===== src/rtl/core/dtls_new_cid_message_validator_macros.svh =====
// Assertion macros shared by the NewConnectionId validator RTL.
// No dependencies; included by the modules that carry assertions.
`ifndef DTLS_NEW_CID_MESSAGE_VALIDATOR_MACROS_SVH
`define DTLS_NEW_CID_MESSAGE_VALIDATOR_MACROS_SVH

// Same-cycle implication, disabled during reset.
`define DNCV_ASSERT_NOW(label, clk, rst_n, ante, cons, msg) \
    label: assert property (@(posedge clk) disable iff (!rst_n) (ante) |-> (cons)) \
        else $error(msg);

// Next-cycle implication, disabled during reset.
`define DNCV_ASSERT_NEXT(label, clk, rst_n, ante, cons, msg) \
    label: assert property (@(posedge clk) disable iff (!rst_n) (ante) |=> (cons)) \
        else $error(msg);

`endif


===== src/rtl/core/dncv_pkg.sv =====
// Package for the NewConnectionId validator: codes, sizes and the
// front-to-back summary record. No dependencies.
package dncv_pkg;

    localparam int unsigned COUNT_W     = 17;
    localparam int unsigned LEN_W       = 16;
    localparam int unsigned QUEUE_DEPTH = 2;
    localparam int unsigned QPTR_W      = (QUEUE_DEPTH > 1) ? $clog2(QUEUE_DEPTH) : 1;
    localparam int unsigned QCNT_W      = $clog2(QUEUE_DEPTH + 1);

    localparam logic [COUNT_W-1:0] COUNT_MAX    = {COUNT_W{1'b1}};
    localparam logic [COUNT_W-1:0] MIN_TOTAL    = COUNT_W'(3);
    localparam logic [COUNT_W-1:0] PREFIX_BYTES = COUNT_W'(2);

    typedef enum logic [1:0] {
        ERR_NONE    = 2'd0,
        ERR_ZERO    = 2'd1,
        ERR_OVERRUN = 2'd2
    } entry_err_t;

    typedef enum logic [2:0] {
        ST_OK         = 3'd0,
        ST_SHORT      = 3'd1,
        ST_MISMATCH   = 3'd2,
        ST_ZERO_CID   = 3'd3,
        ST_MALFORMED  = 3'd4,
        ST_BAD_USAGE  = 3'd5,
        ST_IMM_EMPTY  = 3'd6
    } status_t;

    typedef enum logic [1:0] {
        AL_NONE          = 2'd0,
        AL_DECODE_ERROR  = 2'd1,
        AL_ILLEGAL_PARAM = 2'd2
    } alert_t;

    // Everything the back end needs to rank errors for one message.
    typedef struct packed {
        logic             too_short;
        logic             len_mismatch;
        entry_err_t       entry_err;
        logic             bad_usage;
        logic             usage_bit;
        logic [LEN_W-1:0] vector_len;
    } summary_t;

endpackage


===== src/rtl/core/dncv_if.sv =====
// Valid/ready channel interfaces for the validator's byte input and result output.
// Depends on nothing.
interface dncv_in_if;
    logic       valid;
    logic       ready;
    logic [7:0] data_byte;
    logic       last_byte;

    modport source (output valid, output data_byte, output last_byte, input ready);
    modport sink   (input valid, input data_byte, input last_byte, output ready);
endinterface

interface dncv_out_if;
    logic        valid;
    logic        ready;
    logic [2:0]  status;
    logic [1:0]  alert_class;
    logic [15:0] cids_length;
    logic        usage;

    modport source (output valid, output status, output alert_class,
                    output cids_length, output usage, input ready);
    modport sink   (input valid, input status, input alert_class,
                    input cids_length, input usage, output ready);
endinterface


===== src/rtl/core/dncv_front.sv =====
// Front end: takes message bytes, walks the CID vector, and pushes one
// summary per message into the queue. Depends on dncv_pkg and the macros header.
`include "dtls_new_cid_message_validator_macros.svh"

module dncv_front
    import dncv_pkg::*;
(
    input  logic       clk,
    input  logic       rst_n,
    input  logic       valid,
    output logic       ready,
    input  logic [7:0] data_byte,
    input  logic       last_byte,
    input  logic       queue_full,
    output logic       push,
    output summary_t   push_data
);

    logic [COUNT_W-1:0] count_reg, count_next;
    logic [LEN_W-1:0]   vlen_reg, vlen_next;
    logic [LEN_W-1:0]   pos_reg, pos_next;
    logic [7:0]         rem_reg, rem_next;
    entry_err_t         err_reg, err_next;
    logic [7:0]         use_reg, use_next;
    logic               accept;
    logic [COUNT_W-1:0] entry_end;

    assign ready  = !queue_full;
    assign accept = valid && ready;
    assign push   = accept && last_byte;

    // End of a new entry measured from the vector start: position + 1 + length.
    assign entry_end = {1'b0, pos_reg} + COUNT_W'(1) + {{(COUNT_W-8){1'b0}}, data_byte};

    always_comb
    begin
        vlen_next = vlen_reg;
        pos_next  = pos_reg;
        rem_next  = rem_reg;
        err_next  = err_reg;
        use_next  = use_reg;
        if (count_reg == '0)
        begin
            vlen_next = {data_byte, 8'h00};
        end
        else if (count_reg == COUNT_W'(1))
        begin
            vlen_next = {vlen_reg[15:8], data_byte};
        end
        else if (pos_reg < vlen_reg)
        begin
            if (err_reg == ERR_NONE)
            begin
                if (rem_reg == '0)
                begin
                    if (data_byte == '0)
                        err_next = ERR_ZERO;
                    else if (entry_end > {1'b0, vlen_reg})
                        err_next = ERR_OVERRUN;
                    else
                        rem_next = data_byte;
                end
                else
                begin
                    rem_next = rem_reg - 8'd1;
                end
            end
            pos_next = pos_reg + LEN_W'(1);
        end
        else if (count_reg == {1'b0, vlen_reg} + PREFIX_BYTES)
        begin
            use_next = data_byte;
        end
        count_next = (count_reg == COUNT_MAX) ? count_reg : count_reg + COUNT_W'(1);
    end

    always_comb
    begin
        push_data.too_short    = count_next < MIN_TOTAL;
        push_data.len_mismatch = count_next != ({1'b0, vlen_next} + MIN_TOTAL);
        push_data.entry_err    = err_next;
        push_data.bad_usage    = use_next > 8'd1;
        push_data.usage_bit    = use_next[0];
        push_data.vector_len   = vlen_next;
    end

    always_ff @(posedge clk or negedge rst_n)
    begin
        if (!rst_n)
        begin
            count_reg <= '0;
            vlen_reg  <= '0;
            pos_reg   <= '0;
            rem_reg   <= '0;
            err_reg   <= ERR_NONE;
            use_reg   <= '0;
        end
        else if (accept)
        begin
            if (last_byte)
            begin
                count_reg <= '0;
                vlen_reg  <= '0;
                pos_reg   <= '0;
                rem_reg   <= '0;
                err_reg   <= ERR_NONE;
                use_reg   <= '0;
            end
            else
            begin
                count_reg <= count_next;
                vlen_reg  <= vlen_next;
                pos_reg   <= pos_next;
                rem_reg   <= rem_next;
                err_reg   <= err_next;
                use_reg   <= use_next;
            end
        end
    end

    `DNCV_ASSERT_NEXT(a_clear_after_last, clk, rst_n, push,
        (count_reg == '0) && (err_reg == ERR_NONE), "walker not cleared after final beat")
    `DNCV_ASSERT_NOW(a_pos_bounded, clk, rst_n, count_reg > COUNT_W'(1),
        pos_reg <= vlen_reg, "vector position ran past vector length")
    `DNCV_ASSERT_NOW(a_no_push_full, clk, rst_n, queue_full, !push,
        "push into a full queue")

endmodule


===== src/rtl/core/dncv_queue.sv =====
// Short summary queue between front and back ends, flop based.
// Depends on dncv_pkg and the macros header.
`include "dtls_new_cid_message_validator_macros.svh"

module dncv_queue
    import dncv_pkg::*;
(
    input  logic     clk,
    input  logic     rst_n,
    input  logic     push,
    input  summary_t push_data,
    output logic     full,
    input  logic     pop,
    output summary_t pop_data,
    output logic     empty
);

    summary_t           entry_reg [QUEUE_DEPTH];
    logic [QPTR_W-1:0]  wr_ptr_reg, rd_ptr_reg;
    logic [QCNT_W-1:0]  count_reg;
    logic               do_push, do_pop;

    assign full     = count_reg == QCNT_W'(QUEUE_DEPTH);
    assign empty    = count_reg == '0;
    assign do_push  = push && !full;
    assign do_pop   = pop && !empty;
    assign pop_data = entry_reg[rd_ptr_reg];

    always_ff @(posedge clk)
    begin
        if (do_push)
            entry_reg[wr_ptr_reg] <= push_data;
    end

    always_ff @(posedge clk or negedge rst_n)
    begin
        if (!rst_n)
        begin
            wr_ptr_reg <= '0;
            rd_ptr_reg <= '0;
            count_reg  <= '0;
        end
        else
        begin
            if (do_push)
                wr_ptr_reg <= (wr_ptr_reg == QPTR_W'(QUEUE_DEPTH - 1)) ? '0
                                                                      : wr_ptr_reg + QPTR_W'(1);
            if (do_pop)
                rd_ptr_reg <= (rd_ptr_reg == QPTR_W'(QUEUE_DEPTH - 1)) ? '0
                                                                      : rd_ptr_reg + QPTR_W'(1);
            if (do_push && !do_pop)
                count_reg <= count_reg + QCNT_W'(1);
            else if (do_pop && !do_push)
                count_reg <= count_reg - QCNT_W'(1);
        end
    end

    `DNCV_ASSERT_NOW(a_count_bounded, clk, rst_n, 1'b1,
        count_reg <= QCNT_W'(QUEUE_DEPTH), "queue count above depth")
    `DNCV_ASSERT_NOW(a_ptrs_match_empty, clk, rst_n, empty,
        wr_ptr_reg == rd_ptr_reg, "pointers differ while empty")

endmodule


===== src/rtl/core/dncv_back.sv =====
// Back end: ranks the errors of one message summary and holds the result
// in the output register. Depends on dncv_pkg and the macros header.
`include "dtls_new_cid_message_validator_macros.svh"

module dncv_back
    import dncv_pkg::*;
(
    input  logic             clk,
    input  logic             rst_n,
    input  logic             queue_empty,
    input  summary_t         head,
    output logic             pop,
    output logic             valid,
    input  logic             ready,
    output logic [2:0]       status,
    output logic [1:0]       alert_class,
    output logic [LEN_W-1:0] cids_length,
    output logic             usage
);

    logic             valid_reg;
    status_t          status_reg, status_next;
    alert_t           alert_reg, alert_next;
    logic [LEN_W-1:0] len_reg, len_next;
    logic             usage_reg, usage_next;

    assign pop = !queue_empty && (!valid_reg || ready);

    always_comb
    begin
        status_next = ST_OK;
        alert_next  = AL_NONE;
        len_next    = '0;
        usage_next  = 1'b0;
        if (head.too_short)
        begin
            status_next = ST_SHORT;
            alert_next  = AL_DECODE_ERROR;
        end
        else if (head.len_mismatch)
        begin
            status_next = ST_MISMATCH;
            alert_next  = AL_DECODE_ERROR;
        end
        else if (head.entry_err == ERR_ZERO)
        begin
            status_next = ST_ZERO_CID;
            alert_next  = AL_ILLEGAL_PARAM;
        end
        else if (head.entry_err == ERR_OVERRUN)
        begin
            status_next = ST_MALFORMED;
            alert_next  = AL_DECODE_ERROR;
        end
        else if (head.bad_usage)
        begin
            status_next = ST_BAD_USAGE;
            alert_next  = AL_ILLEGAL_PARAM;
        end
        else if (head.vector_len == '0 && !head.usage_bit)
        begin
            status_next = ST_IMM_EMPTY;
            alert_next  = AL_ILLEGAL_PARAM;
        end
        else
        begin
            len_next   = head.vector_len;
            usage_next = head.usage_bit;
        end
    end

    always_ff @(posedge clk or negedge rst_n)
    begin
        if (!rst_n)
        begin
            valid_reg <= 1'b0;
        end
        else if (pop)
        begin
            valid_reg <= 1'b1;
        end
        else if (ready)
        begin
            valid_reg <= 1'b0;
        end
    end

    always_ff @(posedge clk)
    begin
        if (pop)
        begin
            status_reg <= status_next;
            alert_reg  <= alert_next;
            len_reg    <= len_next;
            usage_reg  <= usage_next;
        end
    end

    assign valid       = valid_reg;
    assign status      = status_reg;
    assign alert_class = alert_reg;
    assign cids_length = len_reg;
    assign usage       = usage_reg;

    `DNCV_ASSERT_NOW(a_ok_no_alert, clk, rst_n, valid_reg,
        (status_reg == ST_OK) == (alert_reg == AL_NONE), "status and alert disagree")
    `DNCV_ASSERT_NOW(a_err_zero_fields, clk, rst_n, valid_reg && (status_reg != ST_OK),
        (len_reg == '0) && !usage_reg, "length or usage set on an error result")

endmodule


===== src/rtl/core/dtls_new_cid_message_validator.sv =====
// Top level of the DTLS 1.3 NewConnectionId message validator.
// Depends on dncv_pkg, dncv_if, dncv_front, dncv_queue and dncv_back.
//
//   channel  | dir | beat payload                               | beats
//   ---------+-----+--------------------------------------------+-------------------
//   msg      | in  | data_byte[7:0], last_byte                  | one per body byte
//   result   | out | status[2:0], alert_class[1:0],             | one per message
//            |     | cids_length[15:0], usage                   |
//
// Timing: one byte beat per cycle while the queue has room, no gaps between
// messages. The walker does a single compare-and-update per byte, so throughput
// is one beat per clock unless the queue is full. A message's result passes
// through the queue, then the output register in the back end.
// Reset clears the walker, the queue and the output valid; input ready is high
// from reset on, since the queue starts empty.
// Stalls: the back end holds a result until it is taken; up to two more message
// summaries wait in the queue; the input stalls only while that queue is full.
//
// Structure: dncv_front walks the connection-ID vector byte by byte and folds
// each message into a summary (short, length mismatch, first entry error,
// usage checks, vector length). dncv_queue decouples it from dncv_back, which
// ranks the errors into status and alert class and drives the result channel.

module dtls_new_cid_message_validator
    import dncv_pkg::*;
(
    input  logic        clk,
    input  logic        rst_n,
    dncv_in_if.sink     msg,
    dncv_out_if.source  result
);

    logic     queue_full;
    logic     queue_empty;
    logic     push;
    logic     pop;
    summary_t push_data;
    summary_t head;

    dncv_front u_front (
        .clk        (clk),
        .rst_n      (rst_n),
        .valid      (msg.valid),
        .ready      (msg.ready),
        .data_byte  (msg.data_byte),
        .last_byte  (msg.last_byte),
        .queue_full (queue_full),
        .push       (push),
        .push_data  (push_data)
    );

    dncv_queue u_queue (
        .clk       (clk),
        .rst_n     (rst_n),
        .push      (push),
        .push_data (push_data),
        .full      (queue_full),
        .pop       (pop),
        .pop_data  (head),
        .empty     (queue_empty)
    );

    dncv_back u_back (
        .clk         (clk),
        .rst_n       (rst_n),
        .queue_empty (queue_empty),
        .head        (head),
        .pop         (pop),
        .valid       (result.valid),
        .ready       (result.ready),
        .status      (result.status),
        .alert_class (result.alert_class),
        .cids_length (result.cids_length),
        .usage       (result.usage)
    );

endmodule


===== src/flat_wrapper.sv =====
// flat-port wrapper written by rule: the top's interface ports become plain ports
module dtls_new_cid_message_validator_flat import dncv_pkg::*;
  (clk, rst_n, msg_valid, msg_data_byte, msg_last_byte, msg_ready, result_valid, result_status, result_alert_class, result_cids_length, result_usage, result_ready);
  dncv_in_if msg_i ();
  dncv_out_if result_i ();
  input  logic clk;
  input  logic rst_n;
  input wire logic [$bits(msg_i.valid)-1:0] msg_valid;
  input wire logic [$bits(msg_i.data_byte)-1:0] msg_data_byte;
  input wire logic [$bits(msg_i.last_byte)-1:0] msg_last_byte;
  output wire logic [$bits(msg_i.ready)-1:0] msg_ready;
  output wire logic [$bits(result_i.valid)-1:0] result_valid;
  output wire logic [$bits(result_i.status)-1:0] result_status;
  output wire logic [$bits(result_i.alert_class)-1:0] result_alert_class;
  output wire logic [$bits(result_i.cids_length)-1:0] result_cids_length;
  output wire logic [$bits(result_i.usage)-1:0] result_usage;
  input wire logic [$bits(result_i.ready)-1:0] result_ready;
  assign msg_i.valid = msg_valid;
  assign msg_i.data_byte = msg_data_byte;
  assign msg_i.last_byte = msg_last_byte;
  assign msg_ready = msg_i.ready;
  assign result_valid = result_i.valid;
  assign result_status = result_i.status;
  assign result_alert_class = result_i.alert_class;
  assign result_cids_length = result_i.cids_length;
  assign result_usage = result_i.usage;
  assign result_i.ready = result_ready;
  dtls_new_cid_message_validator u_core (.clk(clk), .rst_n(rst_n), .msg(msg_i), .result(result_i));
endmodule

===== config.mk =====
export PLATFORM = sky130hd
export DESIGN_NAME = dtls_new_cid_message_validator_flat
export DESIGN_NICKNAME = d
export VERILOG_FILES = /design/src/rtl/core/dncv_pkg.sv /design/src/rtl/core/dncv_if.sv /design/src/rtl/core/dncv_front.sv /design/src/rtl/core/dncv_queue.sv /design/src/rtl/core/dncv_back.sv /design/src/rtl/core/dtls_new_cid_message_validator.sv /design/src/flat_wrapper.sv
export VERILOG_INCLUDE_DIRS = /design/src /design/src/rtl/core
export SDC_FILE = /design/constraint.sdc
export NUM_CORES = 1
export LEC_CHECK = 0
export BUFFER_PORTS_ARGS = -buffer_cell sky130_fd_sc_hd__buf_2
export CAP_MARGIN = 20
export CELL_PAD_IN_SITES_DETAIL_PLACEMENT = 0
export CELL_PAD_IN_SITES_GLOBAL_PLACEMENT = 1
export CORE_ASPECT_RATIO = 0.6
export CORE_UTILIZATION = 50
export DETAILED_ROUTE_END_ITERATION = 16
export GPL_ROUTABILITY_DRIVEN = 0
export PLACE_DENSITY_LB_ADDON = 0.1
export SLEW_MARGIN = 20
export SYNTH_ARGS = -nofsm -noshare
export SYNTH_HDL_FRONTEND = slang
export SYNTH_HIERARCHICAL = 1
export SYNTH_SLANG_ARGS = --single-unit
export TNS_END_PERCENT = 5

===== constraint.sdc =====
create_clock -name clk -period 5.8 [get_ports clk]
set_clock_uncertainty 0.15 [all_clocks]
set_input_delay 0 -clock clk [delete_from_list [all_inputs] [get_ports clk]]
set_output_delay 0 -clock clk [all_outputs]
set_load 0.005 [all_outputs]

* After elaboration in Yosys (flattened, before gate mapping)
Memory sizes are Yosys's and may differ from the RTL's.
Cells that the tools add are included.
** Operators by class
- Add/subtract/negate cells :: 11
- Reductions and logical operators :: 30
- Magnitude comparators :: 4
- Equal/unequal tests :: 11
- Multiplexer cells :: 47
** Operators by type and width (number)
- two-way mux 8 bit :: 14
- two-way mux 16 bit :: 6
- adder 16 x 2 -> 17 bit, second input constant :: 2
- two-way mux 17 bit :: 2
- two-way mux 2 bit :: 16
- adder 16 x 1 -> 17 bit, second input constant :: 1
- adder 17 x 1 -> 17 bit, second input constant :: 1
- adder 17 x 8 -> 17 bit :: 1
- == test 17 x 1 -> 1 bit, second input constant :: 1
- == test 17 bit :: 1
- == test 17 bit, second input constant :: 1
- greater-than comparator 17 x 16 -> 1 bit :: 1
- logical NOT 17 bit :: 1
- < comparator 17 x 2 -> 1 bit, second input constant :: 1
- inequality test 17 bit :: 1
- adder 16 x 1 -> 16 bit, second input constant :: 1
- logical NOT 16 bit :: 1
- logical NOT 8 bit :: 2
- < comparator 16 bit :: 1
- two-way mux 3 bit :: 3
- greater-than comparator 8 x 1 -> 1 bit, second input constant :: 1
- logical AND 1 bit :: 8
- nonzero test 2 bit :: 4
- subtractor 8 x 1 -> 8 bit, second input constant :: 1
- 16 further kinds :: 31
** Storage, ports and cells
- Memory bits (writable) :: 44
- Memories kept :: 1
- Input bits :: 13
- Output and inout bits :: 24
- Register bits after elaboration :: 94
** Memories
- u_core.u_queue.entry_reg :: words 2, bits a word 22, rd ports 1, clocked after Yosys merged registers in 0, wr ports 1, RTL line dncv_queue.sv:18 : summary_t entry_reg [QUEUE_DEPTH];

* Longest topological paths before layout
- Depth after elaboration :: 11
- Gate-level depth with buffers :: 22
- Mapped depth without buffers :: 21

* Hierarchy
The synthesis kept the hierarchy.
** By module, submodules not included
- dncv_front :: sequential area each 1676.6 um^2, area an instance 6587.6 um^2, instances 1, cells an instance 822
- dncv_queue :: sequential area each 1421.4 um^2, area an instance 1788.0 um^2, instances 1, cells an instance 87
- dncv_back :: sequential area each 685.7 um^2, area an instance 978.4 um^2, instances 1, cells an instance 68

* Worst setup path before layout
Ideal clock, no wire load.
- Kind :: flip-flop to flip-flop
- Start :: reg u_core.u_front.pos_reg[0]
- End :: reg u_core.u_front.rem_reg[5]
- Stages on the path, launching flop included :: 23
- Library setup time :: 0.083 ns
- Arrival time :: 4.631 ns
- Setup slack :: 0.936 ns
- Required time :: 5.567 ns
- Buffers on the path :: 1
- Cells stage by stage :: dfrtp_1 -> inv_1 -> ha_1 -> inv_1 -> fa_1 -> a21o_1 -> a21oi_1 -> o21ai_0 -> a2111oi_0 -> or2_2 -> clkbuf_1 -> nor2_1 -> xor2_1 -> ha_1 -> a21o_1 -> a21o_1 -> a211oi_1 -> o21bai_1 -> a221oi_1 -> o22ai_1 -> o21ai_1 -> nand3_1 -> o22ai_1
** On the way
- Word-level cells in the longest chain between the ends :: 5
- Elaborated cells on any way between the ends :: 7
- Those cells by class :: add/sub (2); order compare (2); eq/ne (1); reduce/logical (2)
** RTL lines
- start: declaration :: RTL line dncv_front.sv:21 : logic [LEN_W-1:0] pos_reg, pos_next;
- start signal: assignment :: RTL line dncv_front.sv:113 : pos_reg <= pos_next;
- adder 16 x 1 -> 17 bit :: RTL line dncv_front.sv:33 : assign entry_end = {1'b0, pos_reg} + COUNT_W'(1) + {{(COUNT_W-8){1'b0}}, data_byte};
- adder 17 x 8 -> 17 bit :: RTL line dncv_front.sv:33
- greater-than comparator 17 x 16 -> 1 bit :: RTL line dncv_front.sv:58 : else if (entry_end > {1'b0, vlen_reg})
- inequality test 3 bit (no line)
- AND reduction 7 bit (no line) *
- end signal: assignment :: RTL line dncv_front.sv:114 : rem_reg <= rem_next;
- end: declaration :: RTL line dncv_front.sv:22 : logic [7:0] rem_reg, rem_next;
Mark *: on every way between the ends. The rest lies on a longest branch, timed or not.
A chain may end at the register's enable or synchronous reset.

* Final worst setup path
Ends and elaborated chain as after synthesis.

==> summary.md <==
| Metric | Value |
|---|---|
| Cell count after synthesis | just under 1000 |
| Source of the worst hold timing path | msg_data_byte[7] |
| DRC marker count from the first detailed-route iteration | between 800 and 900 |
| Clock net sink count | around 140 |
| Floorplan die height | approximately 110 um |
| Critical Path RT | 6.00 ns |
| Pwr dens | roughly 460 nW/um^2 |
| Maximum level of the CTS H-tree | 4 |
| Post-synth EDFFs | 66 |
| Number of max-capacitance violations reported | 0 |
| Peak fanout along the critical path | 8 |
| Share of flip-flops with an asynchronous set or reset after synthesis | between 50% and 60% |
| Gr usage total | between 20 and 30% |
| RSZ-0062 raised after global routing | false |
| Endpoint class of the critical path | flip-flop |
| Worst ir drop on vdd | 0.2525 mV |
| Worst Hold Margin | around 0.094 ns |
| Flip-flop and latch count after synthesis | around 140 |
| Run status | finished, final reports clean |
| Number of clock buffers inserted by TritonCTS | 17 |
| Sw Ratio | around two fifths |
| Number of global-route vias before repair | around 7000 |
| Syn Std Cell Area | ~9400 sq um |
| Leading cell type by number of instances after synthesis | nand2_1 |
| Buffer cell driving the clock tree root | clkbuf_16 |
| Setup tns final | 0 ns |
| Leakage component of the power | roughly 4.4 nW |
| Mean instance size in the synthesized netlist | 9.574 sq um |
| Remaining antenna violation count after routing | 0 |
| Maximum number of pins on one net before global-route repair | 45 |
| Share of the clock period used by the worst path | approximately 94% |
| Synth cell types | 85 |
| 1st-pass router iterations | 8 |
| Worst Setup SP | u_core/u_front/pos_reg[0]$_DFFE_PN0P_ |
| IO buf count | 36 |
| Top flip-flop cell by instance count after synthesis | dfrtp_1 |
| Core footprint | roughly 18000 sq um |
| Start of the worst register-to-register path | u_core/u_front/pos_reg[0]$_DFFE_PN0P_ |
| Worst setup path category | reg -> reg |
| Synth warnings | 6 |
| Clock insertion delay at the later pin of the skew report | 0.43 ns |
| Die Outline Area | between 15000 and 20000 sq um |
| Slew Viols, Final | 0 |
| Most area-consuming cells after synthesis | edfxtp_1 (21%), dfrtp_1 (19%), ha_1 (6.3%), xnor2_1 (4.1%), nand2_1 (3.7%) |
| Top-level port count | 37 |
| Routed wire per std cell | ~22 um |
| Kind of start point of the critical path | flip-flop |
| Total vias in the final route | ~8000 |
| Maximum clock insertion buffer count | 2 |
| Std-Cell Rows | 38 |
| Chip width | between 150 and 200 um |
| Highest Clock Rate | roughly 180 MHz |
| Max-Slew Margin vs Limit | 36.84% |
| Arrival @ worst endpoint | approximately 5.6 ns |
| Final hold violation count | 0 |
| Register share of total power | a little under a third |
| Filler cells | between 1500 and 2000 |
| Max reg flops | 44 |
| Post-route cell area | 10500 sq um |
| Sum of net half-perimeters after detailed placement | 20.49 mm |
| Antenna violations before repair | 0 |
| Post-Place Cells | between 1000 and 1500 |
| Count of antenna diodes in the layout | 0 |
| Clock Pin Slew Worst Setup and Hold Paths | approximately 0.06 ns |
| Time the final worst path needs with I/O delays and setup | approximately 5.4 ns |
| Area after DPL | ~9800 sq um |
| Cell accounting for the most synthesized area | edfxtp_1 |
| Routed WL | around 28 mm |
| Layout cells sized above 1 | between 10% and 20% |
| CTS tree | built |
| P_sw | 0.001979 W |
| Final setup violation count | 0 |
| Starting utilization of the core area | between 50 and 60% |
| Layout-stage area growth over the synthesis result | 12.28% |
| Commonest cells in the synthesized netlist | nand2_1 (92), dfrtp_1 (72), nor2_1 (72), edfxtp_1 (66), o21ai_0 (64) |
| Finished Layout Cells | roughly 1300 |
| Share of the synthesized area in the top cell type | between 20% and 30% |
| Share of synthesized area occupied by flip-flops and latches | 40.45% |
| Net count of the mapped netlist | a little over 1000 |
| Remaining routing DRC violations | 0 |
| First-pass GRT wire length | 42.04 mm |
| Combinational power share | a little under half |
| Average vias per placed instance | about 6 |
| Part of the total power dissipated in the clock network | a little under a quarter |
| Number of nets in the layout | between 1000 and 1500 |
| Worst min path class | in -> reg |
| Global-route congestion overflow total | 0 |
| Transition time of the tightest slew-check pin | ~0.95 ns |
| Design Power | 0.004848 W |
| Int Pwr | roughly 0.0029 W |
[placed cells by master (no fill, tap or decap), types with 25 or more instances in the layout]
master / n
nand3_1: 28
buf_2: 35
xor2_1: 30
dfrtp_1: 72
ha_1: 47
a21oi_1: 37
o21ai_0: 64
nor2_1: 71
and2_1: 26
nand2_1: 92
inv_1: 52
xnor2_1: 44
mux2i_1: 25
edfxtp_1: 66
[power by group through the flow]
stage	Clock [W]	Sequential [W]	Combinational, W
finish	0.00113	0.00151	0.00221
global route	0.00118	0.00153	0.00241
floorplan	0	0.00145	0.00153
global placement	0	0.00151	0.00212
CTS	0.00115	0.00150	0.00215
detailed placement	0	0.00152	0.00212
[critical path: stages, from the launching register on]
cell and delay, ns:
dfrtp_1 0.44, inv_1 0.08, ha_1 0.15, inv_1 0.05, fa_1 0.40, a21o_1 0.21
a21oi_1 0.23, o21ai_0 0.15, a2111oi_1 0.50, or2_2 0.28, nor2_1 0.07, xor2_1 0.14
ha_1 0.30, a21o_1 0.16, a21o_1 0.17, a211oi_1 0.26, o21bai_1 0.09, a221oi_1 0.44
o22ai_1 0.29, o21ai_2 0.32, nand3_1 0.23, o22ai_1 0.23
[kinds of logic after synthesis]
kind of cell             Yosys count  synth area share [%]
buffers and inverters            103                 5.070
XOR/XNOR                          75                 7.103
AND/OR/NAND/NOR                  358                 21.19
flip-flops                       138                 40.45
multiplexers                      51                 5.872
adder cells (fa/ha/maj)           48                 6.501
AO/OA/AOI/OAI                    204                 13.82
[per-layer routing]
| layer | vias to the layer above | GRT usage [%] | share of wire (%) |
|---|---|---|---|
| met5 | - | 0 | 0 |
| met1 | 3752 | 48.24 | 50 |
| li1 | 3641 | - | - |
| met3 | 36 | 10.27 | 12 |
| met4 | 0 | 10.41 | 1.6 |
| met2 | 389 | 35.08 | 37 |
[per-stage QoR]
stage | utilization, % | worst slack (ns)
after floorplan | - | 0.9359
after global placement | 53.56 | 0.4968
after detailed placement | 53.56 | 0.3304
after CTS | 57.64 | 0.3143
after global routing | 57.67 | 0.02217
final | 57.67 | 0.3633
[layout make-up]
| type | count | area [sq um] | share of cell area (%) |
|---|---|---|---|
| clock buffer | 21 | 440.4 | 4.193 |
| clock inverter | 11 | 152.6 | 1.453 |
| inverter | 54 | 202.7 | 1.930 |
| multi-input combinational | 736 | 5117 | 48.73 |
| sequential | 138 | 3784 | 36.03 |
| tap | 240 | 300.3 | 2.859 |
| timing repair buffer | 73 | 505.5 | 4.813 |
[path summary, 6_finish.rpt]
path / slack, ns / cells past startpoint / to
max: 0.36 / 21 / u_core/u_front/rem_reg[5]$_DFFE_PN0P_
min: 0.09 / 3 / u_core/u_queue/entry_reg[1][7]$_DFFE_PP_
max reg2reg: 0.36 / 21 / u_core/u_front/rem_reg[5]$_DFFE_PN0P_
min reg2reg: 0.36 / 1 / u_core/u_queue/wr_ptr_reg$_DFFE_PN0P_
max in group asynchronous: 4.43 / 4 / u_core/u_front/count_reg[3]$_DFFE_PN0P_
min in group asynchronous: 0.46 / 4 / u_core/u_front/pos_reg[10]$_DFFE_PN0P_
[timing repair]
action                                 in CTS  in global routing
endpoints found under the hold margin      91                  0
hold buffers                               14                  0
setup endpoints to repair                   0                  8
gates resized for setup                     0                  2
buffers inserted                            0                  0
No activity file was read; power rests on OpenSTA's default activity.
